<file path="src/design/ncc_pkg.sv">
// Shared types, constants and the hue table of the nearest centroid colorizer.
// Depends on nothing.
package ncc_pkg;

  localparam int CNT_W     = 4;
  localparam int PCT_W     = 7;
  localparam int CFG_IDX_W = 2;
  localparam int COORD_W   = 16;
  localparam int POS_W     = 32;
  localparam int CH_W      = 8;
  localparam int CL_W      = 3;
  localparam int SLOT_W    = 3;
  localparam int SV_W      = 14;
  localparam int K_W       = 6;
  localparam int X_W       = 20;
  localparam int Z_W       = 24;
  localparam int RECIP_W   = 17;
  localparam int P_W       = Z_W + RECIP_W;
  localparam int RECIP_SH  = 32;

  localparam logic [PCT_W-1:0]     PCT_MAX     = 7'd100;
  localparam logic [PCT_W-1:0]     PCT_RESET   = 7'd100;
  // Channel = floor(17 * x / 40000); the reciprocal is floor(2^32 / 40000).
  localparam logic [Z_W-1:0]       DEN         = 24'd40000;
  localparam logic [RECIP_W-1:0]   RECIP       = 17'd107374;

  localparam logic                 ACT_LOAD     = 1'b0;
  localparam logic                 ACT_CLASSIFY = 1'b1;

  localparam logic [CFG_IDX_W-1:0] REG_COUNT      = 2'd0;
  localparam logic [CFG_IDX_W-1:0] REG_SATURATION = 2'd1;
  localparam logic [CFG_IDX_W-1:0] REG_BRIGHTNESS = 2'd2;

  typedef struct packed {
    logic               action;
    logic [SLOT_W-1:0]  slot;
    logic [COORD_W-1:0] coord_a;
    logic [COORD_W-1:0] coord_b;
    logic [COORD_W-1:0] coord_c;
    logic [POS_W-1:0]   pos_x;
    logic [POS_W-1:0]   pos_y;
    logic [POS_W-1:0]   pos_z;
  } in_t;

  typedef struct packed {
    logic [CH_W-1:0]  red;
    logic [CH_W-1:0]  green;
    logic [CH_W-1:0]  blue;
    logic [CL_W-1:0]  cluster;
    logic             no_centroid;
    logic [POS_W-1:0] out_x;
    logic [POS_W-1:0] out_y;
    logic [POS_W-1:0] out_z;
  } out_t;

  typedef struct packed {
    logic             vld;
    logic             last;
    logic [CNT_W-1:0] idx;
  } rd_ctl_t;

  typedef enum logic [2:0] {
    SEC_RED_YEL,
    SEC_YEL_GRN,
    SEC_GRN_CYN,
    SEC_CYN_BLU,
    SEC_BLU_MAG,
    SEC_MAG_RED
  } sector_t;

  typedef struct packed {
    sector_t        sector;
    logic [K_W-1:0] k;
  } hue_t;

  // Hue 360 / (index + 1) reduced to its 60 degree sector and ramp weight.
  function automatic hue_t hue_lookup(input logic [CNT_W-1:0] best);
    hue_t h;
    h.sector = SEC_RED_YEL;
    h.k      = '0;
    unique case (best)
      4'd0:  begin h.sector = SEC_MAG_RED; h.k = 6'd0;  end
      4'd1:  begin h.sector = SEC_CYN_BLU; h.k = 6'd60; end
      4'd2:  begin h.sector = SEC_GRN_CYN; h.k = 6'd0;  end
      4'd3:  begin h.sector = SEC_YEL_GRN; h.k = 6'd30; end
      4'd4:  begin h.sector = SEC_YEL_GRN; h.k = 6'd48; end
      4'd5:  begin h.sector = SEC_YEL_GRN; h.k = 6'd60; end
      4'd6:  begin h.sector = SEC_RED_YEL; h.k = 6'd51; end
      4'd7:  begin h.sector = SEC_RED_YEL; h.k = 6'd45; end
      4'd8:  begin h.sector = SEC_RED_YEL; h.k = 6'd40; end
      4'd9:  begin h.sector = SEC_RED_YEL; h.k = 6'd36; end
      4'd10: begin h.sector = SEC_RED_YEL; h.k = 6'd32; end
      4'd11: begin h.sector = SEC_RED_YEL; h.k = 6'd30; end
      4'd12: begin h.sector = SEC_RED_YEL; h.k = 6'd27; end
      4'd13: begin h.sector = SEC_RED_YEL; h.k = 6'd25; end
      4'd14: begin h.sector = SEC_RED_YEL; h.k = 6'd24; end
      4'd15: begin h.sector = SEC_RED_YEL; h.k = 6'd22; end
    endcase
    return h;
  endfunction

endpackage

</file>
<file path="src/design/ncc_search.sv">
// Distance and running minimum pipeline over centroid table entries.
// Depends on ncc_pkg for the read control struct and count width.
module ncc_search #(
  parameter int CW = 16
) (
  input  logic                         clk,
  input  logic                         rst_n,
  input  ncc_pkg::rd_ctl_t             rd_ctl,
  input  logic [2:0][CW-1:0]           entry,
  input  logic [2:0][CW-1:0]           pt,
  output logic [ncc_pkg::CNT_W-1:0]    best,
  output logic                         done
);

  localparam int SQ_W = 2 * CW;
  localparam int DW   = SQ_W + 2;

  logic [2:0][SQ_W-1:0]       sq_nxt;
  logic [2:0][SQ_W-1:0]       sq_r;
  ncc_pkg::rd_ctl_t           s1_ctl_r;
  logic [DW-1:0]              sum;
  logic [DW-1:0]              best_d_r;
  logic [ncc_pkg::CNT_W-1:0]  best_r;
  logic                       done_r;
  logic                       upd;

  for (genvar j = 0; j < 3; j++) begin : g_lane
    logic [CW-1:0]   diff;
    logic [SQ_W-1:0] d_ext;
    assign diff       = (pt[j] > entry[j]) ? (pt[j] - entry[j]) : (entry[j] - pt[j]);
    assign d_ext      = SQ_W'(diff);
    assign sq_nxt[j]  = d_ext * d_ext;
  end

  assign sum = DW'(sq_r[0]) + DW'(sq_r[1]) + DW'(sq_r[2]);
  assign upd = s1_ctl_r.vld && ((s1_ctl_r.idx == '0) || (sum < best_d_r));

  always_ff @(posedge clk) begin
    if (!rst_n) begin
      s1_ctl_r <= '0;
      done_r   <= 1'b0;
    end else begin
      s1_ctl_r <= rd_ctl;
      done_r   <= s1_ctl_r.vld && s1_ctl_r.last;
    end
    sq_r <= sq_nxt;
    if (upd) begin
      best_r   <= s1_ctl_r.idx;
      best_d_r <= sum;
    end
  end

  assign best = best_r;
  assign done = done_r;

endmodule

</file>
<file path="config.mk">
export PLATFORM = sky130hd
export DESIGN_NAME = ncc_search
export DESIGN_NICKNAME = d
export VERILOG_FILES = /design/src/design/ncc_pkg.sv /design/src/design/ncc_search.sv
export SDC_FILE = /design/constraint.sdc
export NUM_CORES = 2
export LEC_CHECK = 0
export ABC_AREA = 0
export BUFFER_PORTS_ARGS = -buffer_cell sky130_fd_sc_hd__buf_2
export CAP_MARGIN = 40
export CELL_PAD_IN_SITES_DETAIL_PLACEMENT = 0
export CELL_PAD_IN_SITES_GLOBAL_PLACEMENT = 1
export CORE_MARGIN = 8
export CORE_UTILIZATION = 45
export DETAILED_ROUTE_END_ITERATION = 7
export PLACE_DENSITY = 0.8
export SLEW_MARGIN = 15
export SYNTH_ARGS = -nofsm -noshare
export SYNTH_HDL_FRONTEND = slang
export SYNTH_SLANG_ARGS = --single-unit
</file>
<file path="constraint.sdc">
create_clock -name clk -period 9.6 [get_ports clk]
set_input_delay 1.92 -clock clk [delete_from_list [all_inputs] [get_ports clk]]
set_output_delay 1.92 -clock clk [all_outputs]
set_load 0.02 [all_outputs]
</file>
[After elaboration in Yosys (flattened, before gate mapping)]
Cells that the tools add are included.
Storage, ports and cells
  register bits after elaboration: 141
  input port bits: 104
  output and inout port bits: 5
Operators by class
  $add $sub $neg: 8
  multiply operators: 3
  magnitude comparators: 4
  muxes and demuxes: 3
  reduce and logical (&&, ||, !) cells: 4
Operators by type and width (count)
  $mul 16x16->32: 3
  $sub 16x16->16: 6
  $gt 16x16->1: 3
  $mux 16: 3
  $add 33x32->34: 1
  $lt 34x34->1: 1
  $add 32x32->33: 1
  $logic_not 4->1: 1
  $logic_and 1x1->1: 2
  $logic_or 1x1->1: 1

[Longest topological paths before layout]
  word-level depth: 5
  mapped depth: 39

[Worst setup path after synthesis]
No wires, ideal clock.
  path type: input port to flip-flop
  start point: input pt[0] (netlist bit)
  end point: register sq_r[30] (netlist bit)
  arrival time: 9832 ps
  data required time: 9528 ps
  slack: -304 ps
  cell stages on the path: 33
  path buffers: 2
  cells stage by stage: inv_1 -> ha_1 -> fa_1 -> nor2b_1 -> o21ai_1 -> a21oi_2 -> o2111ai_1 -> a21o_4 -> buf_6 -> a221oi_2 -> o221ai_1 -> xor2_1 -> buf_2 -> nand2_1 -> fa_1 -> fa_1 -> inv_1 -> fa_1 -> fa_1 -> fa_1 -> inv_1 -> fa_1 -> inv_1 -> ha_1 -> and2_1 -> a221o_1 -> a21o_1 -> a31o_2 -> a41oi_1 -> a211o_1 -> o21ai_1 -> a2111oi_2 -> xnor2_1
RTL lines
  start, declared: line ncc_search.sv:10  | input logic [2:0][CW-1:0] pt,
  end signal, assigned: line ncc_search.sv:46  | sq_r <= sq_nxt;
  end, declared: line ncc_search.sv:19  | logic [2:0][SQ_W-1:0] sq_r;

==> results.md <==
- Dpl cells: 5035
- Clk_lat worst skew: 0.42 ns
- Final setup fails: 0
- Die area: 79900 um2
- Tightest Pin Transition: 0.796 ns
- Ys flop type: dfxtp_1
- Share of cells above drive strength 1: 20.9%
- Max_slew headroom: 47.0%
- Drc violations: 0
- Synth warnings: 0
- Sequential area share after synthesis: 9.82%
- Number of core rows: 98
- CP Class: input port to register
- Detail Route Antenna Nets: 0
- Critical-path top delay cell: fa_1
- Initial antenna violation count: 1
- Worst reg-to-reg path cell count: 21
- Most frequent cells in the layout: inv_1, fa_1, buf_4, ha_1, nor2_1
- Largest net degree at the start of global routing: 35
- Core Region: 71000 um2
- Avg Cell Area, Syn: 8.99 um2
- Drt pass-1 iters: 5
- CP max stage delay: 0.55 ns
- Placed cell area: 37300 um2
- Fill count: 6507
- Yosys reg bits: 138
- Max-slew violations: 0
- Detailed Route WL: 75100 um
- Mapped Cells: 3563
- CTS Hold Bufs: 0
- Setup slack after layout: 0.283 ns
- MaxCap Viol Count: 0
- N_diodes: 0
- Worst Hold Class: register to register
- Fin. Hold Viols: 0
- CP arrival: 9.62 ns
- Average routed wire per standard cell: 14.7 um
- Gr usage total: 19.4%
- Global route overflow: 0
- Root cell of the clock tree: clkbuf_16
- Initial Util: 45.1%
- Starting DRT DRC Count: 1031
- Synth async-reset ratio: 0%
- First-pass GRT wire length: 129000 um
- Layout Nets: 5215
- Die H: 283 um
- Most used cell, CP: fa_1
- Number of synthesized flops with an enable pin: 38
- Total CTS buffers: 17
- # H-tree levels: 4
- RePlAce Congestion: 0.896
- Critical Path Source Type: input port
- Vias in the first global route: 26.6k
- Critical Path Fanout Max: 7
- Worst hold path cell count: 0
- Clk_skew: 0.00709 ns
- Area Overhead vs Synth: 20.8%
- Post-DP HPWL: 66600 um
- I/O pin count: 109
- Setup WS pre-CTS: -0.347 ns
- Tmin final: 9.32 ns
- Hold slack: 0.433 ns
- Vias/cell: 4.89
- Commonest non-fill, non-tap cell in the layout: inv_1
- IO Port Bufs: 108
- Reg clk slew, reported paths: 0.06 ns
- Cell area after layout: 38700 um2
- CTS sink cnt: 138
- Post-synthesis cell area: 32000 um2
- Synth cell types: 91
- Crit path capture type: register
- Non-Filler Instances: 5100
- Tcrit/Tclk final: 97.0%
- CTS tree: done
- DR vias: 25.0k
- Die span in x: 283 um
- Fmax: 0.107 GHz
- CP required: 9.90 ns
- Clk buf depth: 2
- Status: complete, no violations
-- path summary, 6_finish.rpt --
check	start	to	slack [ns]
setup / recovery	pt[16]	sq_r[62]	0.28
setup reg to reg	sq_r[18]	best_d_r[20]	3.43
hold reg to reg	s1_ctl_r[1]	best[1]	0.43
hold / removal	s1_ctl_r[1]	best[1]	0.43
-- sequential cells by signal, summed over array words and instances (netlist names) --
name      cells
sq_r         93
best_d_r     34
s1_ctl_r      6
best          4
done          1
-- layer usage --
layer	routed length (um)	global-route usage [%]	up-vias
li1	-	-	12400
met1	35100	26.7	12200
met2	37100	34.1	351
met3	2100	1.44	81
met4	846	3.08	0
met5	0	0	-
-- synthesized netlist by cell type (5+ instances only) --
library cell | n | area share (%)
inv_1 | 808 | 9.5
fa_1 | 524 | 33
ha_1 | 450 | 18
nor2_1 | 281 | 3.3
nand2_1 | 263 | 3.1
a21oi_1 | 159 | 2.5
a21o_1 | 107 | 2.5
xnor2_1 | 106 | 2.9
dfxtp_1 | 100 | 6.3
o21ai_0 | 81 | 1.3
xor2_1 | 52 | 1.4
nand2b_1 | 49 | 0.96
edfxtp_1 | 38 | 3.6
nand3_1 | 34 | 0.53
buf_2 | 33 | 0.52
o21a_1 | 32 | 0.75
clkbuf_1 | 30 | 0.35
nor3_1 | 25 | 0.39
a211oi_1 | 24 | 0.56
inv_2 | 24 | 0.28
nor2b_1 | 24 | 0.47
o21bai_1 | 23 | 0.54
a31oi_1 | 22 | 0.43
nand4_1 | 16 | 0.31
and3_1 | 15 | 0.29
mux2i_1 | 14 | 0.44
and2_1 | 13 | 0.25
o211ai_1 | 11 | 0.26
o21ai_1 | 11 | 0.17
or3_1 | 11 | 0.21
xor2_2 | 11 | 0.56
a211o_1 | 9 | 0.25
mux2_2 | 9 | 0.32
a2111oi_0 | 8 | 0.22
a221oi_1 | 8 | 0.22
buf_6 | 8 | 0.28
xnor2_2 | 7 | 0.36
a221o_1 | 6 | 0.19
a31o_2 | 6 | 0.16
nand2_2 | 6 | 0.12
o31ai_1 | 6 | 0.14
a22o_1 | 5 | 0.14
buf_4 | 5 | 0.12
or2_2 | 5 | 0.098
-- per-stage QoR --
step | util [%] | setup TNS (ns)
global placement | 52.5 | -3.30
finish | 54.5 | 0
global route | 54.5 | -0.0641
CTS | 53.4 | 0
floorplan | - | 0
detailed placement | 52.5 | -5.36
-- final cells by class --
class | count | area [um2] | share of cell area (%)
Tap cell | 950 | 1190 | 3.07
Clock inverter | 8 | 78.8 | 0.204
Multi-Input combinational cell | 2513 | 26000 | 67.2
Clock buffer | 24 | 526 | 1.36
Timing Repair Buffer | 632 | 4600 | 11.9
Inverter | 835 | 3130 | 8.11
Sequential cell | 138 | 3140 | 8.13
-- critical path, delay by kind of cell --
family | cells | cell delay, ns
AO/OA/AOI/OAI | 12 | 2.21
XOR/XNOR | 2 | 0.31
adder cells (fa/ha/maj) | 9 | 3.85
buffers and inverters | 8 | 0.60
multiplexers | 1 | 0.33
AND/OR/NAND/NOR | 3 | 0.40
-- cells by family (layout without fill, tap and decap cells) --
family | count (synthesis) | count (layout) | share of synthesized area, %
XOR/XNOR | 176 | 176 | 5.24
flip-flops | 138 | 138 | 9.82
buffers and inverters | 913 | 1499 | 11.1
multiplexers | 25 | 25 | 0.844
adder cells (fa/ha/maj) | 974 | 974 | 50.3
AO/OA/AOI/OAI | 562 | 562 | 11.8
AND/OR/NAND/NOR | 773 | 773 | 10.9
other | 2 | 3 | 0.0235
-- what timing repair did --
action,in CTS,in global routing
setup buffers,0,34
endpoints found under the setup margin,0,31
resized for setup,0,116
Power is not shown: default switching activity piles up to over one toggle a cycle in this logic, so the estimate is an artifact.
