<file path="config.mk">
export PLATFORM = sky130hd
export DESIGN_NAME = ncc_color
export DESIGN_NICKNAME = d
export VERILOG_FILES = /design/src/design/ncc_pkg.sv /design/src/design/ncc_color.sv
export SDC_FILE = /design/constraint.sdc
export NUM_CORES = 2
export LEC_CHECK = 0
export ABC_AREA = 1
export ABC_CLOCK_PERIOD_IN_PS = 6750
export BUFFER_PORTS_ARGS = -buffer_cell sky130_fd_sc_hd__buf_2
export CAP_MARGIN = 20
export CORE_MARGIN = 3
export CORE_UTILIZATION = 60
export DETAILED_ROUTE_END_ITERATION = 10
export GPL_TIMING_DRIVEN = 1
export PLACE_DENSITY = 0.88
export SLEW_MARGIN = 0
export SYNTH_ARGS = -nofsm -noshare
export SYNTH_HDL_FRONTEND = slang
export SYNTH_SLANG_ARGS = --single-unit
</file>
<file path="constraint.sdc">
create_clock -name clk -period 6.75 [get_ports clk]
set_clock_uncertainty 0.1 [all_clocks]
set_input_delay 0.675 -clock clk [delete_from_list [all_inputs] [get_ports clk]]
set_output_delay 0.675 -clock clk [all_outputs]
set_load 0.05 [all_outputs]
</file>
<file path="src/design/ncc_pkg.sv">
// Shared types, constants and the hue table of the nearest centroid colorizer.
// Depends on nothing.
package ncc_pkg;

  localparam int CNT_W     = 4;
  localparam int PCT_W     = 7;
  localparam int CFG_IDX_W = 2;
  localparam int COORD_W   = 16;
  localparam int POS_W     = 32;
  localparam int CH_W      = 8;
  localparam int CL_W      = 3;
  localparam int SLOT_W    = 3;
  localparam int SV_W      = 14;
  localparam int K_W       = 6;
  localparam int X_W       = 20;
  localparam int Z_W       = 24;
  localparam int RECIP_W   = 17;
  localparam int P_W       = Z_W + RECIP_W;
  localparam int RECIP_SH  = 32;

  localparam logic [PCT_W-1:0]     PCT_MAX     = 7'd100;
  localparam logic [PCT_W-1:0]     PCT_RESET   = 7'd100;
  // Channel = floor(17 * x / 40000); the reciprocal is floor(2^32 / 40000).
  localparam logic [Z_W-1:0]       DEN         = 24'd40000;
  localparam logic [RECIP_W-1:0]   RECIP       = 17'd107374;

  localparam logic                 ACT_LOAD     = 1'b0;
  localparam logic                 ACT_CLASSIFY = 1'b1;

  localparam logic [CFG_IDX_W-1:0] REG_COUNT      = 2'd0;
  localparam logic [CFG_IDX_W-1:0] REG_SATURATION = 2'd1;
  localparam logic [CFG_IDX_W-1:0] REG_BRIGHTNESS = 2'd2;

  typedef struct packed {
    logic               action;
    logic [SLOT_W-1:0]  slot;
    logic [COORD_W-1:0] coord_a;
    logic [COORD_W-1:0] coord_b;
    logic [COORD_W-1:0] coord_c;
    logic [POS_W-1:0]   pos_x;
    logic [POS_W-1:0]   pos_y;
    logic [POS_W-1:0]   pos_z;
  } in_t;

  typedef struct packed {
    logic [CH_W-1:0]  red;
    logic [CH_W-1:0]  green;
    logic [CH_W-1:0]  blue;
    logic [CL_W-1:0]  cluster;
    logic             no_centroid;
    logic [POS_W-1:0] out_x;
    logic [POS_W-1:0] out_y;
    logic [POS_W-1:0] out_z;
  } out_t;

  typedef struct packed {
    logic             vld;
    logic             last;
    logic [CNT_W-1:0] idx;
  } rd_ctl_t;

  typedef enum logic [2:0] {
    SEC_RED_YEL,
    SEC_YEL_GRN,
    SEC_GRN_CYN,
    SEC_CYN_BLU,
    SEC_BLU_MAG,
    SEC_MAG_RED
  } sector_t;

  typedef struct packed {
    sector_t        sector;
    logic [K_W-1:0] k;
  } hue_t;

  // Hue 360 / (index + 1) reduced to its 60 degree sector and ramp weight.
  function automatic hue_t hue_lookup(input logic [CNT_W-1:0] best);
    hue_t h;
    h.sector = SEC_RED_YEL;
    h.k      = '0;
    unique case (best)
      4'd0:  begin h.sector = SEC_MAG_RED; h.k = 6'd0;  end
      4'd1:  begin h.sector = SEC_CYN_BLU; h.k = 6'd60; end
      4'd2:  begin h.sector = SEC_GRN_CYN; h.k = 6'd0;  end
      4'd3:  begin h.sector = SEC_YEL_GRN; h.k = 6'd30; end
      4'd4:  begin h.sector = SEC_YEL_GRN; h.k = 6'd48; end
      4'd5:  begin h.sector = SEC_YEL_GRN; h.k = 6'd60; end
      4'd6:  begin h.sector = SEC_RED_YEL; h.k = 6'd51; end
      4'd7:  begin h.sector = SEC_RED_YEL; h.k = 6'd45; end
      4'd8:  begin h.sector = SEC_RED_YEL; h.k = 6'd40; end
      4'd9:  begin h.sector = SEC_RED_YEL; h.k = 6'd36; end
      4'd10: begin h.sector = SEC_RED_YEL; h.k = 6'd32; end
      4'd11: begin h.sector = SEC_RED_YEL; h.k = 6'd30; end
      4'd12: begin h.sector = SEC_RED_YEL; h.k = 6'd27; end
      4'd13: begin h.sector = SEC_RED_YEL; h.k = 6'd25; end
      4'd14: begin h.sector = SEC_RED_YEL; h.k = 6'd24; end
      4'd15: begin h.sector = SEC_RED_YEL; h.k = 6'd22; end
    endcase
    return h;
  endfunction

endpackage

</file>
<file path="src/design/ncc_color.sv">
// HSV to RGB pipeline: sector parts, reciprocal scaling, and correction.
// Depends on ncc_pkg for the hue table and scaling constants.
module ncc_color (
  input  logic                              clk,
  input  logic                              rst_n,
  input  logic                              go,
  input  logic [ncc_pkg::CNT_W-1:0]         best,
  input  logic [ncc_pkg::SV_W-1:0]          sv,
  input  logic [ncc_pkg::SV_W-1:0]          vm,
  output logic [2:0][ncc_pkg::CH_W-1:0]     rgb,
  output logic                              vld
);

  ncc_pkg::hue_t                        hue;
  logic [ncc_pkg::X_W-1:0]              sv_x;
  logic [ncc_pkg::X_W-1:0]              vm_x;
  logic [ncc_pkg::X_W-1:0]              pc;
  logic [ncc_pkg::X_W-1:0]              px;
  logic [ncc_pkg::X_W-1:0]              pm;
  logic [2:0][ncc_pkg::X_W-1:0]         part;
  logic [2:0][ncc_pkg::X_W-1:0]         x_r;
  logic [2:0][ncc_pkg::Z_W-1:0]         z_nxt;
  logic [2:0][ncc_pkg::Z_W-1:0]         z_r;
  logic [2:0][ncc_pkg::CH_W-1:0]        q0_nxt;
  logic [2:0][ncc_pkg::CH_W-1:0]        q0_r;
  logic [2:0][ncc_pkg::CH_W-1:0]        q_nxt;
  logic [2:0][ncc_pkg::CH_W-1:0]        rgb_r;
  logic                                 v1_r;
  logic                                 v2_r;
  logic                                 v3_r;

  assign hue  = ncc_pkg::hue_lookup(best);
  assign sv_x = ncc_pkg::X_W'(sv);
  assign vm_x = ncc_pkg::X_W'(vm);
  assign pc   = (sv_x << 6) - (sv_x << 2);
  assign px   = ncc_pkg::X_W'(hue.k) * sv_x;
  assign pm   = (vm_x << 6) - (vm_x << 2);

  always_comb begin
    part = '0;
    unique case (hue.sector)
      ncc_pkg::SEC_RED_YEL: begin part[0] = pc; part[1] = px; end
      ncc_pkg::SEC_YEL_GRN: begin part[0] = px; part[1] = pc; end
      ncc_pkg::SEC_GRN_CYN: begin part[1] = pc; part[2] = px; end
      ncc_pkg::SEC_CYN_BLU: begin part[1] = px; part[2] = pc; end
      ncc_pkg::SEC_BLU_MAG: begin part[0] = px; part[2] = pc; end
      ncc_pkg::SEC_MAG_RED: begin part[0] = pc; part[2] = px; end
      default:              begin part    = '0; end
    endcase
  end

  for (genvar c = 0; c < 3; c++) begin : g_ch
    logic [ncc_pkg::P_W-1:0] prod;
    logic [ncc_pkg::Z_W-1:0] rem;
    assign z_nxt[c]  = (ncc_pkg::Z_W'(x_r[c]) << 4) + ncc_pkg::Z_W'(x_r[c]);
    assign prod      = ncc_pkg::P_W'(z_nxt[c]) * ncc_pkg::P_W'(ncc_pkg::RECIP);
    assign q0_nxt[c] = prod[ncc_pkg::RECIP_SH +: ncc_pkg::CH_W];
    assign rem       = z_r[c] - ncc_pkg::Z_W'(q0_r[c]) * ncc_pkg::DEN;
    assign q_nxt[c]  = q0_r[c] + ncc_pkg::CH_W'(rem >= ncc_pkg::DEN);
  end

  always_ff @(posedge clk) begin
    if (!rst_n) begin
      v1_r <= 1'b0;
      v2_r <= 1'b0;
      v3_r <= 1'b0;
    end else begin
      v1_r <= go;
      v2_r <= v1_r;
      v3_r <= v2_r;
    end
    for (int c = 0; c < 3; c++) begin
      x_r[c] <= part[c] + pm;
    end
    z_r   <= z_nxt;
    q0_r  <= q0_nxt;
    rgb_r <= q_nxt;
  end

  assign rgb = rgb_r;
  assign vld = v3_r;

endmodule

</file>
# Word-level counts from Yosys, hierarchy flattened
# Memories as Yosys holds them, arrays and structs flattened.
# Index checks and enable logic that the tools add are counted.
op_classes:
  order_cmp: 3
  n_eq_ne: 5
  mul: 7
  n_addsub: 14
  n_mux: 3
  n_reduce_logical: 7
op_table:
  columns: ["operator", "count"]
  rows:
  - ["20-bit case mux with 2 select lines", 3]
  - ["24-bit by 16-bit multiplier with 39-bit output, second input constant", 3]
  - ["24-bit by 20-bit adder with 24-bit output", 3]
  - ["24-bit by 16-bit greater-or-equal comparator with 1-bit output, second input constant", 3]
  - ["24-bit subtractor", 3]
  - ["20-bit adder", 3]
  - ["8-bit by 10-bit multiplier with 18-bit output, second input constant", 3]
  - ["20-bit by 16-bit subtractor with 20-bit output", 2]
  - ["8-bit by 1-bit adder with 8-bit output", 3]
  - ["6-bit by 14-bit multiplier with 20-bit output", 1]
  - ["2-bit OR reduction", 6]
  - ["3-bit by 2-bit equality test with 1-bit output, second input constant", 2]
  - ["3-bit equality test, second input constant", 2]
  - ["3-bit by 1-bit equality test with 1-bit output, second input constant", 1]
  - ["3-bit zero test", 1]
totals:
  ff_bits: 183
  rom_bits: 144
  memories: 1
  out_inout_bits: 25
  wordCells: 55
  input_bits: 35
memory_table:
  columns: ["name", "words", "word_bits", "rd", "rd_ports_with_merged_regs", "write_ports", "line", "source"]
  rows:
  - ["(name not given)", 16, 9, 1, 0, 0, "ncc_pkg.sv:81", "unique case (best)"]

# Logic depth before layout (Yosys ltp)
# An unclocked memory read counts as a cell.
depth:
  word_depth: 5
  ltp_mapped: 35
  ltp_nobuf: 35

# Worst setup path after synthesis
# Ideal clock, no wire load.
synth_timing:
  kind: "register -> register"
  startpoint: "reg x_r[20] (netlist name)"
  endpoint: "reg q0_r[12] (netlist name)"
  path_stages_with_launch: 32
  t_required_ns: 6.538
  setup_slack_ns: 0.414
  arrival_time_ns: 6.124
  setup_time_ns: 0.112
  path_buffers: 0
  period_less_slack_ns: 6.336
  path_cell_list: "dfxtp_1 ha_1 inv_1 fa_1 o21ai_0 nand3_1 nand3_1 nand2_1 o211ai_1 xor2_1 ha_1 fa_1 inv_1 fa_1 inv_1 fa_1 fa_1 inv_1 fa_1 inv_1 ha_1 nand2_1 inv_1 nand3_1 o21bai_1 nand3_1 a21oi_1 nand2_1 nand2_1 nand2_1 nand2_1 nand2_1"
synth_rtl:
  columns: ["element", "line", "source"]
  rows:
  - ["from (decl)", "ncc_color.sv:21", "logic [2:0][ncc_pkg::X_W-1:0] x_r;"]
  - ["from (signal, indexed assignment)", "ncc_color.sv:73", "x_r[c] <= part[c] + pm;"]
  - ["to (signal assigned)", "ncc_color.sv:76", "q0_r <= q0_nxt;"]
  - ["to (decl)", "ncc_color.sv:25", "logic [2:0][ncc_pkg::CH_W-1:0] q0_r;"]

==> qor.yml <==
place:
  dp_hpwl_um: 97170
  gp_congestion: 1.037
  numPortBuffers: 59
yosys:
  yosysSeqAreaShare_pct: 7.891
  synth-seq-cells: 165
  async_flop_share_pct: 0
  synth_ff_type: "dfxtp_1"
  synth_cells: 5405
  synth_area_leaders: "fa_1 (26%), ha_1 (23%), inv_1 (11%), nand2_1 (8.6%), dfxtp_1 (7.9%)"
  synth_edf_count: 0
  synthDistinctLibCells: 55
  synth_top_area_cell: "fa_1"
  ys.warnings.count: 0
  synth_area_per_cell_um2: 7.744
  syn_area_um2: 41860
  synth_top_cell_area_share_pct: 26.50
floorplan:
  die-height_um: 270.1
  io_pins: 60
  core_region_area_um2: 68830
  fp.dieW_um: 270.1
  start_util_pct: 60.82
  die_area_um2: 72970
  num_rows: 96
sta:
  finalHoldViolCount: 0
  finalCriticalPeriod_ps: 6648
  worst-slew-pin-transition_ps: 686.0
  rsz0062_at_grt: "true"
  relSlewSlack_pct: 54.11
  fin_crit_sh_pct: 98.49
  max_freq_ghz: 0.1504
  setup_violations: 0
  drv_slew: 0
flow_run:
  cap_violations: 0
setup_path:
  path_class: "flop to flop"
  critPathRequiredTime_ps: 7060
  critPathMaxFanout: 4
  reg2regPathDepth: 27
  reg2reg_setup_slack_ps: 100
  start_kind: "flop"
  startpoint: "x_r[20]"
  r2r-start: "x_r[20]"
  endpoint_kind: "flop"
  cp.arrival_ps: 6960
worst_hold_path:
  holdCritPathClass: "input pin to flop"
  holdCritStartpoint: "go"
  min_path_cells: 3
finish:
  diodes: 0
  fin_util_pct: 65.52
  drive_gt1_share_pct: 6.220
  syn2layout_area_growth_pct: 7.724
  nets: 6910
  n_fill_cell: 5445
routing:
  num_vias: 36787
  drtPass1Iterations: 6
  drtAntennaViolNets: 0
  via_per_inst: 5.651
  drtIter0Drc: 3175
  routedWlPerCell_um: 17.39
  wl_um: 113200
  drc: 0
global_route:
  grt_usage_pct: 31.04
  grt_pass1_vias: 37691
  grt-ovfl-total: 0
  grt_first_pass_wirelength_um: 184400
  antenna_found_initial: 1
  grt_max_degree: 19
clocking:
  clockRootBuffer: "clkbuf_16"
  htreeDepth: 4
  cts_hold_buf: 0
  clock-sinks: 165
  cts_tree: "done"
  clk_path_buf_depth: 2
  clk_pin_slew_ps: 80
  clk_latency_ps: 510
  cts-buffers-inserted: 17
run_status:
  status: "finished, final reports clean"
-- Yosys cell counts, types with 5 or more instances --
cell type / count
inv_1: 1242
nand2_1: 956
ha_1: 755
fa_1: 554
nor2_1: 384
a21oi_1: 306
nand3_1: 285
dfxtp_1: 165
o21ai_0: 152
xor2_1: 134
xnor2_1: 90
nand4_1: 54
a21o_1: 51
nor3_1: 37
o22ai_1: 31
o21bai_1: 27
a31oi_1: 25
nor4_1: 18
nand3b_1: 13
a21boi_0: 11
clkbuf_1: 9
buf_2: 8
o21a_1: 8
and2_1: 7
inv_2: 7
o211ai_1: 7
or2_2: 6
a211oi_1: 5
o21ai_2: 5
-- layout make-up --
cell class                      instances  area (µm²)  area share [%]
Tap cell                              931        1165           2.583
Clock buffer                           17       425.4          0.9434
Clock inverter                         15       158.9          0.3524
Timing Repair Buffer                  160        1054           2.336
Inverter                             1249        4688           10.40
Multi-Input combinational cell       3973       34280           76.03
Sequential cell                       165        3318           7.359
-- cell families after synthesis --
| kind of cell | after synthesis | synth area share, % |
|---|---|---|
| other | 1 | 0.008959 |
| buffers and inverters | 1268 | 11.41 |
| AO/OA/AOI/OAI | 646 | 8.725 |
| AND/OR/NAND/NOR | 1785 | 17.89 |
| XOR/XNOR | 231 | 5.013 |
| flip-flops | 165 | 7.891 |
| adder cells (fa/ha/maj) | 1309 | 49.06 |
-- critical path: stages, from the launching register on --
cell,delay [ps]
dfxtp_1,340
ha_1,140
inv_1,90
fa_2,410
o21ai_2,170
nand3_1,120
nand3_2,110
nand2_1,70
o211ai_1,190
xor2_1,390
ha_2,400
fa_1,520
inv_1,60
fa_1,490
inv_1,60
fa_1,450
fa_1,520
inv_1,50
fa_1,490
inv_1,50
ha_1,340
a21oi_1,250
nor2_1,60
nor2_1,140
o21ai_0,110
a21oi_1,160
nand3_1,110
xor2_1,150
-- metal layers --
metal  up-vias  track usage, %  part of all wire (%)
li1      17410               -                     -
met1     17342           39.04                    40
met2      1661           53.64                    48
met3       374           4.477                   7.5
met4         0           12.70                   4.6
met5         -               0                     0
-- registers in the layout (all words and copies together), names as in the netlist --
name,count
x_r,60
vld,1
rgb,24
z_r,54
v2_r,1
q0_r,24
v1_r,1
-- repair_timing --
item | CTS | global route
setup endpoints to repair | 5 | 24
resized for setup | 4 | 126
pin swaps | 0 | 21
buffers inserted | 0 | 8
endpoints found under the hold margin | 0 | 0
-- per-stage QoR --
step	setup WS, ps	setup TNS [ps]	hold WS, ps	instances	instance area (µm²)
2_1_floorplan	413.9	0	290.0	5406	41860
3_3_place_gp	37.03	0	295.7	6470	43930
3_5_place_dp	-102.6	-182.2	299.7	6470	43930
4_1_cts	1.093	0	208.0	6502	44530
5_1_grt	-161.0	-849.3	246.9	6510	45090
6_report	102.1	0	229.5	6510	45090
-- final timing paths --
check / to
setup / recovery: q0_r[14]
hold reg to reg: v2_r
hold / removal: v1_r
setup reg to reg: q0_r[14]
-- cells in the final DEF, fill, tap and decap left out, types with 14 or more instances in the layout --
master,synthesis,layout
a21o_1,51,51
a31oi_1,25,25
inv_1,1242,1238
nor2_1,384,375
nor3_1,37,33
xor2_1,134,130
o22ai_1,31,31
nand3_1,285,281
a21oi_1,306,295
o21bai_1,27,27
xnor2_1,90,87
nand2_1,956,941
ha_2,0,15
ha_1,755,731
o21ai_1,4,14
clkbuf_16,0,17
o21ai_0,152,139
dfxtp_1,165,155
nand2_2,3,18
buf_2,8,59
nand4_1,54,54
fa_1,554,549
buf_4,0,101
Power is not shown: default switching activity piles up to over one toggle a cycle in this logic, so the estimate is an artifact.
