==> src/design/ncc_ram.sv <==
// Generic single write port, single read port RAM with registered read data.
// Depends on nothing.
module ncc_ram #(
  parameter int WIDTH = 48,
  parameter int DEPTH = 8
) (
  input  logic                                    clk,
  input  logic                                    we,
  input  logic [((DEPTH > 1) ? $clog2(DEPTH) : 1)-1:0] waddr,
  input  logic [WIDTH-1:0]                        wdata,
  input  logic [((DEPTH > 1) ? $clog2(DEPTH) : 1)-1:0] raddr,
  output logic [WIDTH-1:0]                        rdata
);

  logic [WIDTH-1:0] mem [DEPTH];
  logic [WIDTH-1:0] rdata_r;

  always_ff @(posedge clk) begin
    if (we) begin
      mem[waddr] <= wdata;
    end
    rdata_r <= mem[raddr];
  end

  assign rdata = rdata_r;

endmodule

==> config.mk <==
export PLATFORM = sky130hd
export DESIGN_NAME = ncc_ram
export DESIGN_NICKNAME = d
export VERILOG_FILES = /design/src/design/ncc_ram.sv
export SDC_FILE = /design/constraint.sdc
export NUM_CORES = 1
export LEC_CHECK = 0
export ABC_AREA = 1
export BUFFER_PORTS_ARGS = -buffer_cell sky130_fd_sc_hd__buf_2
export CORE_MARGIN = 2
export CORE_UTILIZATION = 55
export DETAILED_ROUTE_END_ITERATION = 8
export PLACE_DENSITY = 0.76
export REMOVE_ABC_BUFFERS = 1
export SYNTH_ARGS = -nofsm -noshare
export SYNTH_HDL_FRONTEND = slang
export SYNTH_SLANG_ARGS = --single-unit
==> constraint.sdc <==
create_clock -name clk -period 3.3 [get_ports clk]
set_clock_uncertainty 0.15 [all_clocks]
set_input_delay 0.66 -clock clk [delete_from_list [all_inputs] [get_ports clk]]
set_output_delay 0.66 -clock clk [all_outputs]
set_load 0.05 [all_outputs]
# Yosys cells after proc, flatten, opt, wreduce, memory -nomap -nowiden
# Memories as Yosys holds them, arrays and structs flattened. A register that Yosys moved wholly into a read port is not among the register bits.
# Index checks and enable logic that the tools add are counted.
# W data, S select, Z words.
dict set report totals {
  regBits 0
  ramBits 384
  output_inout_bits 48
  wordCells 3
  mem_count 1
}
dict set report classes {
  n_mux 2
}
# name words word_bits rd rd_clocked_by_memory_dff wr line
set mem_list {}
lappend mem_list {mem 8 48 1 1 1 15} ;# logic [WIDTH-1:0] mem [DEPTH];
# op count
set op_table {}
lappend op_table {{$mux W1} 2}

# Depth between registers and ports, before layout
# Gate-level depths: netlist of run 1.
dict set report logic_depth {
  ltp_word 2
  mapped_depth 8
  mapped_depth_nobuf 6
}

# Worst setup path after synthesis of run 1
# No wires, ideal clock.
dict set report synth_timing {
  path_type {input-to-reg}
  startpoint {in waddr[0] in the netlist's numbering}
  endpoint {mem mem[0][0] (enable)}
  setup_ns 0.454
  arrival_time_ns 2.817
  slack_ns -0.121
  cell_stages 3
  path_buffers 0
  cell_sequence {inv_1 -> nand2_1 -> nor2_1}
}
# item line
set synth_rtl {}
lappend synth_rtl {{from (decl)} 9} ;# input logic [((DEPTH > 1) ? $clog2(DEPTH) : 1)-1:0] waddr,
lappend synth_rtl {{to (decl)} 15}
# No word-level cell before the write port.

# Worst setup path after layout of run 1
dict set report layout_timing {
  startpoint {reg rdata_r[8] (netlist: rdata[8]), read port of mem}
  endpoint {out rdata[8]}
}
# item line
set layout_rtl {}
lappend layout_rtl {{from (decl)} 16} ;# logic [WIDTH-1:0] rdata_r;
lappend layout_rtl {{to (decl)} 12} ;# output logic [WIDTH-1:0] rdata
# No word-level cell between the ends.

==> metrics.txt, run 1 <==
# TYPE chip_impl_metric gauge
chip_impl_metric{name="numClockSinks",unit=""} 432
chip_impl_metric{name="detailedRoute.firstIterationViolations",unit=""} 1063
chip_impl_metric{name="switchingPower",unit="mW"} 2.74
chip_impl_metric{name="switching_share",unit="%"} 22.6
chip_impl_metric{name="cts.repair_timing.setup_buffer_count",unit=""} 0
chip_impl_metric{name="fmax",unit="MHz"} 488
chip_impl_metric{name="min_period_over_period",unit="%"} 62.1
chip_impl_metric{name="die_w",unit="um"} 183
chip_impl_metric{name="vias",unit=""} 11497
chip_impl_metric{name="clk_transition_reported_paths",unit="ps"} 60
chip_impl_metric{name="setup_viol",unit=""} 0
chip_impl_info{name="clockRootBuffer",value="sky130_fd_sc_hd__clkbuf_16"} 1
chip_impl_metric{name="floorplan.initialDensity",unit="%"} 55.9
chip_impl_metric{name="fillers",unit=""} 2353
chip_impl_metric{name="slew_headroom",unit="%"} 19.5
chip_impl_info{name="worst_r2r_startpoint",value="mem[2][6]$_DFFE_PP_"} 1
chip_impl_metric{name="dpl_cell_area",unit="um^2"} 18700
chip_impl_metric{name="vdd.ir_drop.worst",unit="uV"} 396
chip_impl_metric{name="globalRouteOverflowTotal",unit=""} 0
chip_impl_metric{name="pin_count_of_the_biggest_net_entering_global_routing",unit=""} 121
chip_impl_metric{name="timing.reg2reg.setup_slack",unit="ps"} 2130
chip_impl_metric{name="later_pin_clock_latency_in_the_skew_report",unit="ps"} 540
chip_impl_metric{name="drv.max_cap_violation_count",unit=""} 0
chip_impl_metric{name="power.sequential.fraction",unit="%"} 51.3
chip_impl_metric{name="design.die.area",unit="um^2"} 33600
chip_impl_metric{name="crit_path_max_incr_delay",unit="ps"} 400
chip_impl_info{name="critPathLaunchType",value="flip-flop"} 1
chip_impl_metric{name="area.sequential",unit="um^2"} 12500
chip_impl_metric{name="core_area",unit="um^2"} 31600
chip_impl_info{name="hold_start",value="wdata[5]"} 1
chip_impl_info{name="critPathSlowestCell",value="sky130_fd_sc_hd__dfxtp_1"} 1
chip_impl_metric{name="slew_at_the_pin_closest_to_its_max_slew_limit",unit="ps"} 1210
chip_impl_metric{name="fin_crit",unit="ps"} 2050
chip_impl_info{name="setup_repair_after_global_routing_missed_its_margin",value="no"} 1
chip_impl_metric{name="port_buffers",unit=""} 103
chip_impl_metric{name="finalNonFillerCells",unit=""} 2257
chip_impl_metric{name="internal-power",unit="mW"} 9.40
chip_impl_metric{name="layout-drive-gt1-share",unit="%"} 10.5
chip_impl_info{name="hold_end",value="mem[2][5]$_DFFE_PP_"} 1
chip_impl_metric{name="post_cts_hold_buffer_count",unit=""} 0
chip_impl_metric{name="synth_cell_types",unit=""} 11
chip_impl_metric{name="critical_path.n_buffers_inverters",unit=""} 1
chip_impl_metric{name="synthCells",unit=""} 1725
chip_impl_info{name="r2r_end",value="rdata[6]$_DFF_P_"} 1
chip_impl_metric{name="count_of_final_max_slew_check_failures",unit=""} 0
chip_impl_metric{name="met2_usage",unit="%"} 38.1
chip_impl_info{name="critical_path.top_delay_family",value="flip-flops"} 1
chip_impl_info{name="crit_path_cell_trace",value="buf_2"} 1
chip_impl_metric{name="floorplan.io_pins",unit=""} 104
chip_impl_info{name="min_path_type",value="primary input to flip-flop"} 1
chip_impl_info{name="result_of_the_run",value="finished, final reports clean"} 1
chip_impl_metric{name="multiInputGateArea",unit="um^2"} 3420
chip_impl_metric{name="synthesis.area_per_instance",unit="um^2"} 10.2
chip_impl_metric{name="htreeDepth",unit=""} 2
chip_impl_metric{name="global_route.usage.total",unit="%"} 22.3
chip_impl_metric{name="hold-worst-slack",unit="ps"} 251
chip_impl_metric{name="power_frac_clock",unit="%"} 40.8
chip_impl_metric{name="fin_area",unit="um^2"} 20200
chip_impl_metric{name="cp_max_fanout",unit=""} 1
chip_impl_metric{name="grt_util_met3",unit="%"} 4.03
chip_impl_metric{name="cts_buffers",unit=""} 44
chip_impl_metric{name="reg2regPathDepth",unit=""} 6
chip_impl_metric{name="power.density_cell_area",unit="nW/um^2"} 602
chip_impl_metric{name="min_delay_path_depth",unit=""} 1
chip_impl_metric{name="ys_warn_count",unit=""} 0
chip_impl_metric{name="drt_wl_total",unit="um"} 36800
chip_impl_metric{name="global_route_wire_length_before_repair",unit="um"} 58500
chip_impl_metric{name="place_hpwl",unit="um"} 19400
chip_impl_metric{name="p_comb_share",unit="%"} 7.9
chip_impl_metric{name="routed_via_density",unit=""} 5.09
chip_impl_metric{name="grt_use_met1",unit="%"} 29.1
chip_impl_metric{name="post_cts.resized_instances",unit=""} 0
chip_impl_metric{name="cts.path.max_buffers",unit=""} 3
chip_impl_info{name="grt_max_usage_layer",value="met2"} 1
chip_impl_metric{name="p_leak",unit="nW"} 9.32
chip_impl_metric{name="p_total",unit="mW"} 12.1
chip_impl_metric{name="worst-endpoint-arrival",unit="ps"} 1240
chip_impl_metric{name="grt_antenna_before_repair",unit=""} 4
chip_impl_metric{name="routabilityCongestion",unit=""} 0.742
chip_impl_metric{name="postRouteAntennaNets",unit=""} 0
chip_impl_metric{name="die_height",unit="um"} 183
chip_impl_metric{name="number_of_global_route_vias_before_repair",unit=""} 11493
chip_impl_metric{name="drc",unit=""} 0
chip_impl_metric{name="synth.cell_area",unit="um^2"} 17700
chip_impl_metric{name="synth-seq-area-share",unit="%"} 70.7
chip_impl_info{name="timing_worst_setup_path_type",value="flip-flop to output pin"} 1
chip_impl_metric{name="fp-row-count",unit=""} 65
chip_impl_metric{name="hold_viol",unit=""} 0
chip_impl_metric{name="flops_latches_synth",unit=""} 432
chip_impl_info{name="clock_tree_from_tritoncts",value="done"} 1
chip_impl_metric{name="nets",unit=""} 1877
chip_impl_metric{name="placedCellCount",unit=""} 2177
chip_impl_info{name="cp-end-kind",value="output pin"} 1
chip_impl_metric{name="dr.pass1.iters",unit=""} 6
chip_impl_metric{name="avgRoutedWirePerCell",unit="um"} 16.3
chip_impl_metric{name="worst_ep_required_time",unit="ps"} 2490
chip_impl_metric{name="syn2layout_area_growth",unit="%"} 14.1
layout by cell type, fill, tap and decap left out, drive strengths merged:
master	n
clkinvlp	1
diode	1
buf	123
nor2	8
clkinv	15
nand2	630
clkbuf	56
dfxtp	48
inv	391
edfxtp	384
bufinv	6
nand3	192
worst max-delay path by stage:
stage	start	to	slack [ps]	depth (start not counted)
global placement	waddr[0]	mem[4][33]$_DFFE_PP_	820	5
CTS	rdata[8]$_DFF_P_	rdata[8]	1230	1
finish	rdata[8]$_DFF_P_	rdata[8]	1250	1
global route	rdata[8]$_DFF_P_	rdata[8]	1220	1
floorplan	waddr[0]	mem[0][0]$_DFFE_PP_	-120	3
detailed placement	waddr[0]	mem[4][21]$_DFFE_PP_	820	5
cell type report:
| cell class | instances | area share, % |
|---|---|---|
| antenna | 1 | 0.0124 |
| sequential | 432 | 62.0 |
| clock inverter | 23 | 1.30 |
| tap | 402 | 2.49 |
| clock buffer | 56 | 5.84 |
| inverter | 390 | 7.30 |
| multi-input combinational | 830 | 16.9 |
| timing repair buffer | 123 | 4.15 |
logic make-up (layout without fill, tap and decap cells):
group                  after synthesis  in the layout  share of synthesized area, %
other                                0              1                             0
buffers and inverters              463            592                          10.3
flip-flops                         432            432                          70.7
AND/OR/NAND/NOR                    830            830                          19.0
sequential cells by signal, summed over array words and instances, names as in the netlist:
register,flops
mem,384
rdata,48
power groups by stage:
| stage | clock network [mW] | logic (mW) | registers [mW] |
|---|---|---|---|
| after floorplan | 0 | 0.358 | 6.56 |
| after global placement | 0 | 0.932 | 6.34 |
| after detailed placement | 0 | 0.960 | 6.35 |
| after CTS | 5.01 | 0.966 | 6.23 |
| after global routing | 5.24 | 1.06 | 6.25 |
| final | 4.95 | 0.962 | 6.23 |
worst register-to-register path, cell delays in order, from the launching register on:
cell and delay (ps):
sky130_fd_sc_hd__edfxtp_1 390, sky130_fd_sc_hd__inv_1 80, sky130_fd_sc_hd__nand2_1 50, sky130_fd_sc_hd__nand3_1 100
sky130_fd_sc_hd__nand2_1 60, sky130_fd_sc_hd__nand2_1 50, sky130_fd_sc_hd__nand2_1 140
stage by stage:
step | setup WS [ps] | TNS (ps) | util [%]
global route | 1220 | 0 | 63.7
global placement | 824 | 0 | 59.2
CTS | 1230 | 0 | 63.7
finish | 1250 | 0 | 63.7
detailed placement | 824 | 0 | 59.2
floorplan | -121 | -40060 | -
metal layers:
metal / vias up / part of all wire (%)
li1: 5531 / -
met1: 5494 / 42
met2: 381 / 49
met3: 85 / 7.0
met4: 6 / 2.5
met5: - / 0.11
Yosys cell counts:
cell,n,area share [%]
sky130_fd_sc_hd__inv_1,388,8.2
sky130_fd_sc_hd__buf_2,50,1.4
sky130_fd_sc_hd__nand3_1,192,5.4
sky130_fd_sc_hd__clkbuf_1,11,0.23
sky130_fd_sc_hd__inv_2,2,0.042
sky130_fd_sc_hd__buf_4,6,0.25
sky130_fd_sc_hd__dfxtp_1,48,5.4
sky130_fd_sc_hd__nor2_1,8,0.17
sky130_fd_sc_hd__nand2_1,630,13
sky130_fd_sc_hd__edfxtp_1,384,65
sky130_fd_sc_hd__buf_1,6,0.13
(Power assumes the default switching activity.)
==> run 2, diff against run 1 <==
--- a/config.mk
+++ b/config.mk
@@ -5,12 +5,12 @@
 export SDC_FILE = /design/constraint.sdc
 export NUM_CORES = 1
 export LEC_CHECK = 0
-export ABC_AREA = 1
+export ABC_AREA = 0
 export BUFFER_PORTS_ARGS = -buffer_cell sky130_fd_sc_hd__buf_2
 export CORE_MARGIN = 2
-export CORE_UTILIZATION = 55
+export CORE_UTILIZATION = 54
 export DETAILED_ROUTE_END_ITERATION = 8
-export PLACE_DENSITY = 0.76
+export PLACE_DENSITY = 0.75
 export REMOVE_ABC_BUFFERS = 1
 export SYNTH_ARGS = -nofsm -noshare
 export SYNTH_HDL_FRONTEND = slang
==> constraint.sdc (replaced) <==
create_clock -name clk -period 1.7 [get_ports clk]
set_clock_uncertainty 0.15 [all_clocks]
set_input_delay 0.34 -clock clk [delete_from_list [all_inputs] [get_ports clk]]
set_output_delay 0.34 -clock clk [all_outputs]
set_load 0.05 [all_outputs]
==> metrics.txt, run 2 <==
# TYPE chip_impl_metric gauge
chip_impl_metric{name="grt_antenna_before_repair",unit=""} 2
chip_impl_metric{name="async_set_or_reset_register_ratio_after_synthesis",unit="%"} 0
chip_impl_metric{name="syn2layout_area_growth",unit="%"} 21.5
chip_impl_info{name="synth_common_cells",value="384 x sky130_fd_sc_hd__edfxtp_1, 93 x sky130_fd_sc_hd__mux4_2, 48 x sky130_fd_sc_hd__dfxtp_1"} 1
chip_impl_info{name="final_common_cell",value="sky130_fd_sc_hd__edfxtp_1"} 1
chip_impl_metric{name="global_route.usage.total",unit="%"} 20.0
chip_impl_metric{name="global_route_wire_length_before_repair",unit="um"} 45200
chip_impl_metric{name="fp-row-count",unit=""} 62
chip_impl_metric{name="later_pin_clock_latency_in_the_skew_report",unit="ps"} 530
chip_impl_metric{name="largest_register_ffs",unit=""} 384
chip_impl_metric{name="slew_at_the_pin_closest_to_its_max_slew_limit",unit="ps"} 304
chip_impl_metric{name="place_hpwl",unit="um"} 17100
chip_impl_metric{name="pin_count_of_the_biggest_net_entering_global_routing",unit=""} 40
chip_impl_metric{name="synth_edf_count",unit=""} 384
chip_impl_metric{name="synth-seq-area-share",unit="%"} 80.0
chip_impl_info{name="combinational_family_with_the_most_area_after_synthesis",value="multiplexers"} 1
chip_impl_info{name="clockRootBuffer",value="sky130_fd_sc_hd__clkbuf_16"} 1
chip_impl_metric{name="synthCells",unit=""} 616
chip_impl_metric{name="critical_path.n_buffers_inverters",unit=""} 1
chip_impl_metric{name="numClockSinks",unit=""} 432
chip_impl_metric{name="routed_via_density",unit=""} 5.55
chip_impl_info{name="synth_ff_type",value="sky130_fd_sc_hd__edfxtp_1"} 1
chip_impl_info{name="crit_path_cell_trace",value="buf_2"} 1
chip_impl_metric{name="p_total",unit="mW"} 23.1
chip_impl_metric{name="grt_use_met1",unit="%"} 27.7
chip_impl_metric{name="synth_cell_types",unit=""} 14
chip_impl_metric{name="grt_util_met3",unit="%"} 3.35
chip_impl_metric{name="ys_warn_count",unit=""} 0
chip_impl_metric{name="fin_area",unit="um^2"} 19000
chip_impl_metric{name="flops_latches_synth",unit=""} 432
chip_impl_info{name="clock_tree_from_tritoncts",value="done"} 1
chip_impl_metric{name="synth_adder_area_share",unit="%"} 0
chip_impl_info{name="largest-register",value="mem"} 1
chip_impl_metric{name="layout-drive-gt1-share",unit="%"} 41.4
chip_impl_metric{name="dpl_cell_area",unit="um^2"} 17100
chip_impl_metric{name="count_of_final_max_slew_check_failures",unit=""} 0
chip_impl_metric{name="worst_ep_required_time",unit="ps"} 1210
chip_impl_metric{name="drt_wl_total",unit="um"} 29300
chip_impl_metric{name="floorplan.io_pins",unit=""} 104
chip_impl_metric{name="min_period_over_period",unit="%"} 98.6
chip_impl_metric{name="die_w",unit="um"} 174
chip_impl_metric{name="port_buffers",unit=""} 103
chip_impl_metric{name="number_of_global_route_vias_before_repair",unit=""} 7636
chip_impl_metric{name="cp_max_fanout",unit=""} 1
chip_impl_metric{name="routabilityCongestion",unit=""} 0.721
chip_impl_metric{name="worst-endpoint-arrival",unit="ps"} 1190
chip_impl_metric{name="design.die.area",unit="um^2"} 30300
chip_impl_metric{name="postLayoutCoreUtil",unit="%"} 66.3
chip_impl_info{name="timing_worst_setup_path_type",value="flip-flop to output pin"} 1
chip_impl_metric{name="detailedRoute.firstIterationViolations",unit=""} 662
chip_impl_metric{name="htreeDepth",unit=""} 2
chip_impl_info{name="setup_repair_after_global_routing_missed_its_margin",value="no"} 1
chip_impl_metric{name="drc",unit=""} 0
chip_impl_metric{name="power.density_cell_area",unit="nW/um^2"} 1210
chip_impl_metric{name="synth-compound-area-share",unit="%"} 0
chip_impl_metric{name="fin_crit",unit="ps"} 1680
chip_impl_metric{name="hold_viol",unit=""} 0
chip_impl_metric{name="finalSetupTns",unit="ps"} 0
chip_impl_info{name="cp-end-kind",value="output pin"} 1
chip_impl_info{name="critPathLaunchType",value="flip-flop"} 1
chip_impl_metric{name="avgRoutedWirePerCell",unit="um"} 23.5
chip_impl_metric{name="core_area",unit="um^2"} 28600
chip_impl_metric{name="globalRouteOverflowTotal",unit=""} 0
chip_impl_info{name="commonest_cells_after_routing_fill_and_taps_aside",value="384 x sky130_fd_sc_hd__edfxtp_1, 98 x sky130_fd_sc_hd__buf_2, 93 x sky130_fd_sc_hd__mux4_2"} 1
chip_impl_info{name="result_of_the_run",value="finished, final reports clean"} 1
chip_impl_info{name="grt_max_usage_layer",value="met2"} 1
chip_impl_metric{name="met2_usage",unit="%"} 33.6
chip_impl_metric{name="postRouteAntennaNets",unit=""} 0
chip_impl_metric{name="vdd.ir_drop.worst",unit="uV"} 843
chip_impl_metric{name="slew_headroom",unit="%"} 79.9
chip_impl_info{name="yosys-top-cells-area",value="sky130_fd_sc_hd__edfxtp_1 74%, sky130_fd_sc_hd__mux4_2 13%, sky130_fd_sc_hd__dfxtp_1 6.2%"} 1
chip_impl_metric{name="synthSimpleGateAreaFrac",unit="%"} 0.376
chip_impl_metric{name="dr.pass1.iters",unit=""} 4
chip_impl_metric{name="synth.top_cell.area_share",unit="%"} 73.8
chip_impl_metric{name="die_height",unit="um"} 174
chip_impl_metric{name="cts_buffers",unit=""} 42
chip_impl_metric{name="cts.path.max_buffers",unit=""} 3
chip_impl_metric{name="drv.max_cap_violation_count",unit=""} 0
chip_impl_info{name="synth_most_common_cell",value="sky130_fd_sc_hd__edfxtp_1"} 1
chip_impl_metric{name="synthesis.area_per_instance",unit="um^2"} 25.4
chip_impl_metric{name="placedCellCount",unit=""} 1117
chip_impl_metric{name="crit_path_max_incr_delay",unit="ps"} 370
chip_impl_info{name="critPathSlowestCell",value="sky130_fd_sc_hd__dfxtp_1"} 1
chip_impl_metric{name="nets",unit=""} 882
chip_impl_metric{name="finalNonFillerCells",unit=""} 1245
chip_impl_metric{name="clk_transition_reported_paths",unit="ps"} 60
chip_impl_metric{name="fmax",unit="MHz"} 597
chip_impl_info{name="critical_path.top_delay_family",value="flip-flops"} 1
chip_impl_metric{name="floorplan.initialDensity",unit="%"} 54.6
chip_impl_metric{name="synth.mux.area_fraction",unit="%"} 18.3
chip_impl_info{name="min_path_type",value="primary input to flip-flop"} 1
chip_impl_info{name="yosysTopAreaCell",value="sky130_fd_sc_hd__edfxtp_1"} 1
chip_impl_metric{name="p_leak",unit="nW"} 6.49
chip_impl_metric{name="synth.cell_area",unit="um^2"} 15600
chip_impl_metric{name="xor_xnor_share_of_the_synthesized_area",unit="%"} 0
chip_impl_metric{name="setup_viol",unit=""} 0
chip_impl_metric{name="vias",unit=""} 6914
[run 2: changes by cell type after synthesis, moves of 3 or more]
cell                       before  now
sky130_fd_sc_hd__nand3_1      192    0
sky130_fd_sc_hd__mux2_2         0    8
sky130_fd_sc_hd__inv_1        388    0
sky130_fd_sc_hd__buf_4          6    0
sky130_fd_sc_hd__mux4_1         0    3
sky130_fd_sc_hd__nand2_1      630    2
sky130_fd_sc_hd__buf_2         50   12
sky130_fd_sc_hd__nand2b_1       0    3
sky130_fd_sc_hd__buf_1          6    0
sky130_fd_sc_hd__mux2_4         0   40
sky130_fd_sc_hd__buf_12         0    5
sky130_fd_sc_hd__mux4_2         0   93
[run 2: final timing paths]
kind                        start                   end  slack, ps  cells past startpoint
max             rdata[36]$_DFF_P_             rdata[36]         20                      1
min                      waddr[0]  mem[0][30]$_DFFE_PP_        290                      3
max reg2reg  mem[5][41]$_DFFE_PP_     rdata[41]$_DFF_P_        240                      2
min reg2reg  mem[6][36]$_DFFE_PP_     rdata[36]$_DFF_P_        520                      2
[run 2: cells by family (layout without fill, tap and decap cells)]
logic type / Yosys count / after routing
buf+inv: 27 / 270
flops: 432 / 432
mux: 144 / 144
other cells: 0 / 2
simple gates: 13 / 13
[run 2: repair_timing]
action	CTS	global route
hold endpoints to repair	385	0
resized for setup	1	1
setup buffers	0	0
setup endpoints to repair	1	1
gates cloned	0	0
hold buffers	49	0
[run 2: through the flow]
step                hold slack [ps]  worst slack [ps]
detailed placement              459              -182
global placement                443              -164
global route                    322              6.36
floorplan                       289             -2760
CTS                             297              6.68
finish                          285              24.4
[run 2: layout make-up]
type,count,area [um^2]
clock inverter,26,258
sequential,432,12500
timing repair buffer,193,1660
antenna,2,5.00
fill,1793,9640
tap,384,480
multi-input combinational,157,2980
clock buffer,51,1120
[run 2: routing by layer]
metal	vias to the layer above	share of wire, %
li1	3036	-
met2	245	51
met5	-	0
met3	46	6.8
met4	0	1.7
met1	3587	40
[run 2: power by group]
group	internal, mW	switching [mW]	leakage (nW)
registers	12.0	0.126	3.89
logic	0.755	1.03	1.92
clock network	5.44	3.70	0.671
total	18.2	4.86	6.49
==> run 3, diff against run 2 <==
--- a/config.mk
+++ b/config.mk
@@ -10,7 +10,7 @@
 export CORE_MARGIN = 2
 export CORE_UTILIZATION = 54
 export DETAILED_ROUTE_END_ITERATION = 8
-export PLACE_DENSITY = 0.75
+export PLACE_DENSITY_LB_ADDON = 0.08
 export REMOVE_ABC_BUFFERS = 1
 export SYNTH_ARGS = -nofsm -noshare
 export SYNTH_HDL_FRONTEND = slang
==> metrics.txt, run 3 (synthesis gave the netlist of run 2 again) <==
# TYPE chip_impl_metric gauge
chip_impl_info{name="result_of_the_run",value="finished, final reports clean"} 1
chip_impl_metric{name="port_buffers",unit=""} 103
chip_impl_info{name="min_path_type",value="primary input to flip-flop"} 1
chip_impl_metric{name="p_total",unit="mW"} 22.9
chip_impl_metric{name="dr.pass1.iters",unit=""} 6
chip_impl_metric{name="power.density_cell_area",unit="nW/um^2"} 1200
chip_impl_metric{name="worst-endpoint-arrival",unit="ps"} 1190
chip_impl_info{name="cp-end-kind",value="output pin"} 1
chip_impl_metric{name="finalSetupTns",unit="ps"} 0
chip_impl_metric{name="die_w",unit="um"} 174
chip_impl_metric{name="drc",unit=""} 0
chip_impl_info{name="crit_path_cell_trace",value="buf_2"} 1
chip_impl_metric{name="setup_viol",unit=""} 0
chip_impl_metric{name="routabilityCongestion",unit=""} 0.694
chip_impl_metric{name="syn2layout_area_growth",unit="%"} 22.0
chip_impl_metric{name="global_route.usage.total",unit="%"} 19.6
chip_impl_metric{name="fmax",unit="MHz"} 597
chip_impl_metric{name="dpl_cell_area",unit="um^2"} 17200
chip_impl_metric{name="cts_buffers",unit=""} 42
chip_impl_metric{name="hold_viol",unit=""} 0
chip_impl_metric{name="avgRoutedWirePerCell",unit="um"} 22.9
chip_impl_info{name="clockRootBuffer",value="sky130_fd_sc_hd__clkbuf_16"} 1
chip_impl_metric{name="postLayoutCoreUtil",unit="%"} 66.6
chip_impl_metric{name="critical_path.n_buffers_inverters",unit=""} 1
chip_impl_metric{name="place_hpwl",unit="um"} 16900
chip_impl_metric{name="p_leak",unit="nW"} 6.54
chip_impl_metric{name="nets",unit=""} 891
chip_impl_info{name="critPathSlowestCell",value="sky130_fd_sc_hd__dfxtp_1"} 1
chip_impl_info{name="setup_repair_after_global_routing_missed_its_margin",value="no"} 1
chip_impl_metric{name="htreeDepth",unit=""} 2
chip_impl_metric{name="count_of_final_max_slew_check_failures",unit=""} 0
chip_impl_metric{name="fin_crit",unit="ps"} 1680
chip_impl_metric{name="layout-drive-gt1-share",unit="%"} 41.7
chip_impl_metric{name="vias",unit=""} 6842
chip_impl_info{name="critical_path.top_delay_family",value="flip-flops"} 1
chip_impl_metric{name="routed_via_density",unit=""} 5.46
chip_impl_metric{name="die_height",unit="um"} 174
chip_impl_metric{name="later_pin_clock_latency_in_the_skew_report",unit="ps"} 530
chip_impl_metric{name="crit_path_max_incr_delay",unit="ps"} 370
chip_impl_metric{name="design.die.area",unit="um^2"} 30300
chip_impl_metric{name="min_period_over_period",unit="%"} 98.6
chip_impl_metric{name="slew_at_the_pin_closest_to_its_max_slew_limit",unit="ps"} 366
chip_impl_metric{name="globalRouteOverflowTotal",unit=""} 0
chip_impl_info{name="timing_worst_setup_path_type",value="flip-flop to output pin"} 1
chip_impl_metric{name="numClockSinks",unit=""} 432
chip_impl_metric{name="fin_area",unit="um^2"} 19100
chip_impl_metric{name="core_area",unit="um^2"} 28600
chip_impl_metric{name="floorplan.initialDensity",unit="%"} 54.6
chip_impl_metric{name="vdd.ir_drop.worst",unit="uV"} 937
chip_impl_info{name="final_common_cell",value="sky130_fd_sc_hd__edfxtp_1"} 1
chip_impl_metric{name="clk_transition_reported_paths",unit="ps"} 60
chip_impl_metric{name="number_of_global_route_vias_before_repair",unit=""} 7304
chip_impl_metric{name="cp_num_cells",unit=""} 1
chip_impl_info{name="clock_tree_from_tritoncts",value="done"} 1
chip_impl_metric{name="cp_max_fanout",unit=""} 1
chip_impl_metric{name="slew_headroom",unit="%"} 75.6
chip_impl_info{name="commonest_cells_after_routing_fill_and_taps_aside",value="384 x sky130_fd_sc_hd__edfxtp_1, 99 x sky130_fd_sc_hd__buf_2, 93 x sky130_fd_sc_hd__mux4_2"} 1
chip_impl_metric{name="layout_setup_ws",unit="ps"} 24.6
chip_impl_metric{name="global_route_wire_length_before_repair",unit="um"} 43800
chip_impl_metric{name="worst_ep_required_time",unit="ps"} 1210
chip_impl_metric{name="postRouteAntennaNets",unit=""} 0
chip_impl_info{name="largest-register",value="mem"} 1
chip_impl_info{name="critPathLaunchType",value="flip-flop"} 1
chip_impl_metric{name="floorplan.io_pins",unit=""} 104
chip_impl_metric{name="drt_wl_total",unit="um"} 28700
chip_impl_metric{name="largest_register_ffs",unit=""} 384
chip_impl_metric{name="grt_antenna_before_repair",unit=""} 3
chip_impl_metric{name="hold-worst-slack",unit="ps"} 107
chip_impl_metric{name="drv.max_cap_violation_count",unit=""} 0
chip_impl_metric{name="finalNonFillerCells",unit=""} 1254
chip_impl_metric{name="cts.path.max_buffers",unit=""} 3
chip_impl_metric{name="reg2regPathDepth",unit=""} 2
chip_impl_metric{name="min_delay_path_depth",unit=""} 2
chip_impl_metric{name="fp-row-count",unit=""} 62
chip_impl_metric{name="detailedRoute.firstIterationViolations",unit=""} 554
chip_impl_metric{name="post_place_setup_slack",unit="ps"} -217
chip_impl_metric{name="placedCellCount",unit=""} 1127
chip_impl_metric{name="pin_count_of_the_biggest_net_entering_global_routing",unit=""} 55
run 3: cell types whose count changed in the layout (fill, tap and decap cells not counted), sizes merged:
cell         previous run  this run
clkbuf                 52        64
buf                   143       153
clkinv                 17        13
bufinv                  5         2
clkinvlp                3         0
diode                   2         1
dlygate4sd3            49        48
inv                     1         0
run 3: layout make-up:
type | count | area, um^2
Fill cell | 1860 | 9570
Sequential cell | 432 | 12500
Clock buffer | 63 | 1250
Multi-Input combinational cell | 157 | 2980
Antenna cell | 1 | 2.50
Clock inverter | 15 | 116
Timing Repair Buffer | 202 | 1730
Tap cell | 384 | 480
run 3: worst paths after layout:
| path | from | endpoint | slack (ps) |
|---|---|---|---|
| hold / removal | raddr[1] | rdata[33]$_DFF_P_ | 110 |
| setup reg to reg | mem[4][37]$_DFFE_PP_ | rdata[37]$_DFF_P_ | 300 |
| setup / recovery | rdata[43]$_DFF_P_ | rdata[43] | 20 |
| hold reg to reg | mem[6][46]$_DFFE_PP_ | rdata[46]$_DFF_P_ | 520 |
run 3: repair_timing:
item,in CTS,in global routing
buffers inserted,0,0
setup endpoints to repair,0,1
endpoints found under the hold margin,384,0
gates resized for setup,0,1
hold buffers,48,0
run 3: layer usage:
| metal | global-route usage (%) | wire length (um) |
|---|---|---|
| met1 | 26.7 | 12300 |
| met2 | 32.3 | 14400 |
| met3 | 4.29 | 1440 |
| met4 | 5.74 | 560 |
| met5 | 0 | 23 |
run 3: where the power goes:
group	internal [mW]	leakage, nW	switching, mW
logic	0.766	1.98	1.03
clock network	5.39	0.675	3.57
registers	12.0	3.89	0.112
total	18.1	6.54	4.72
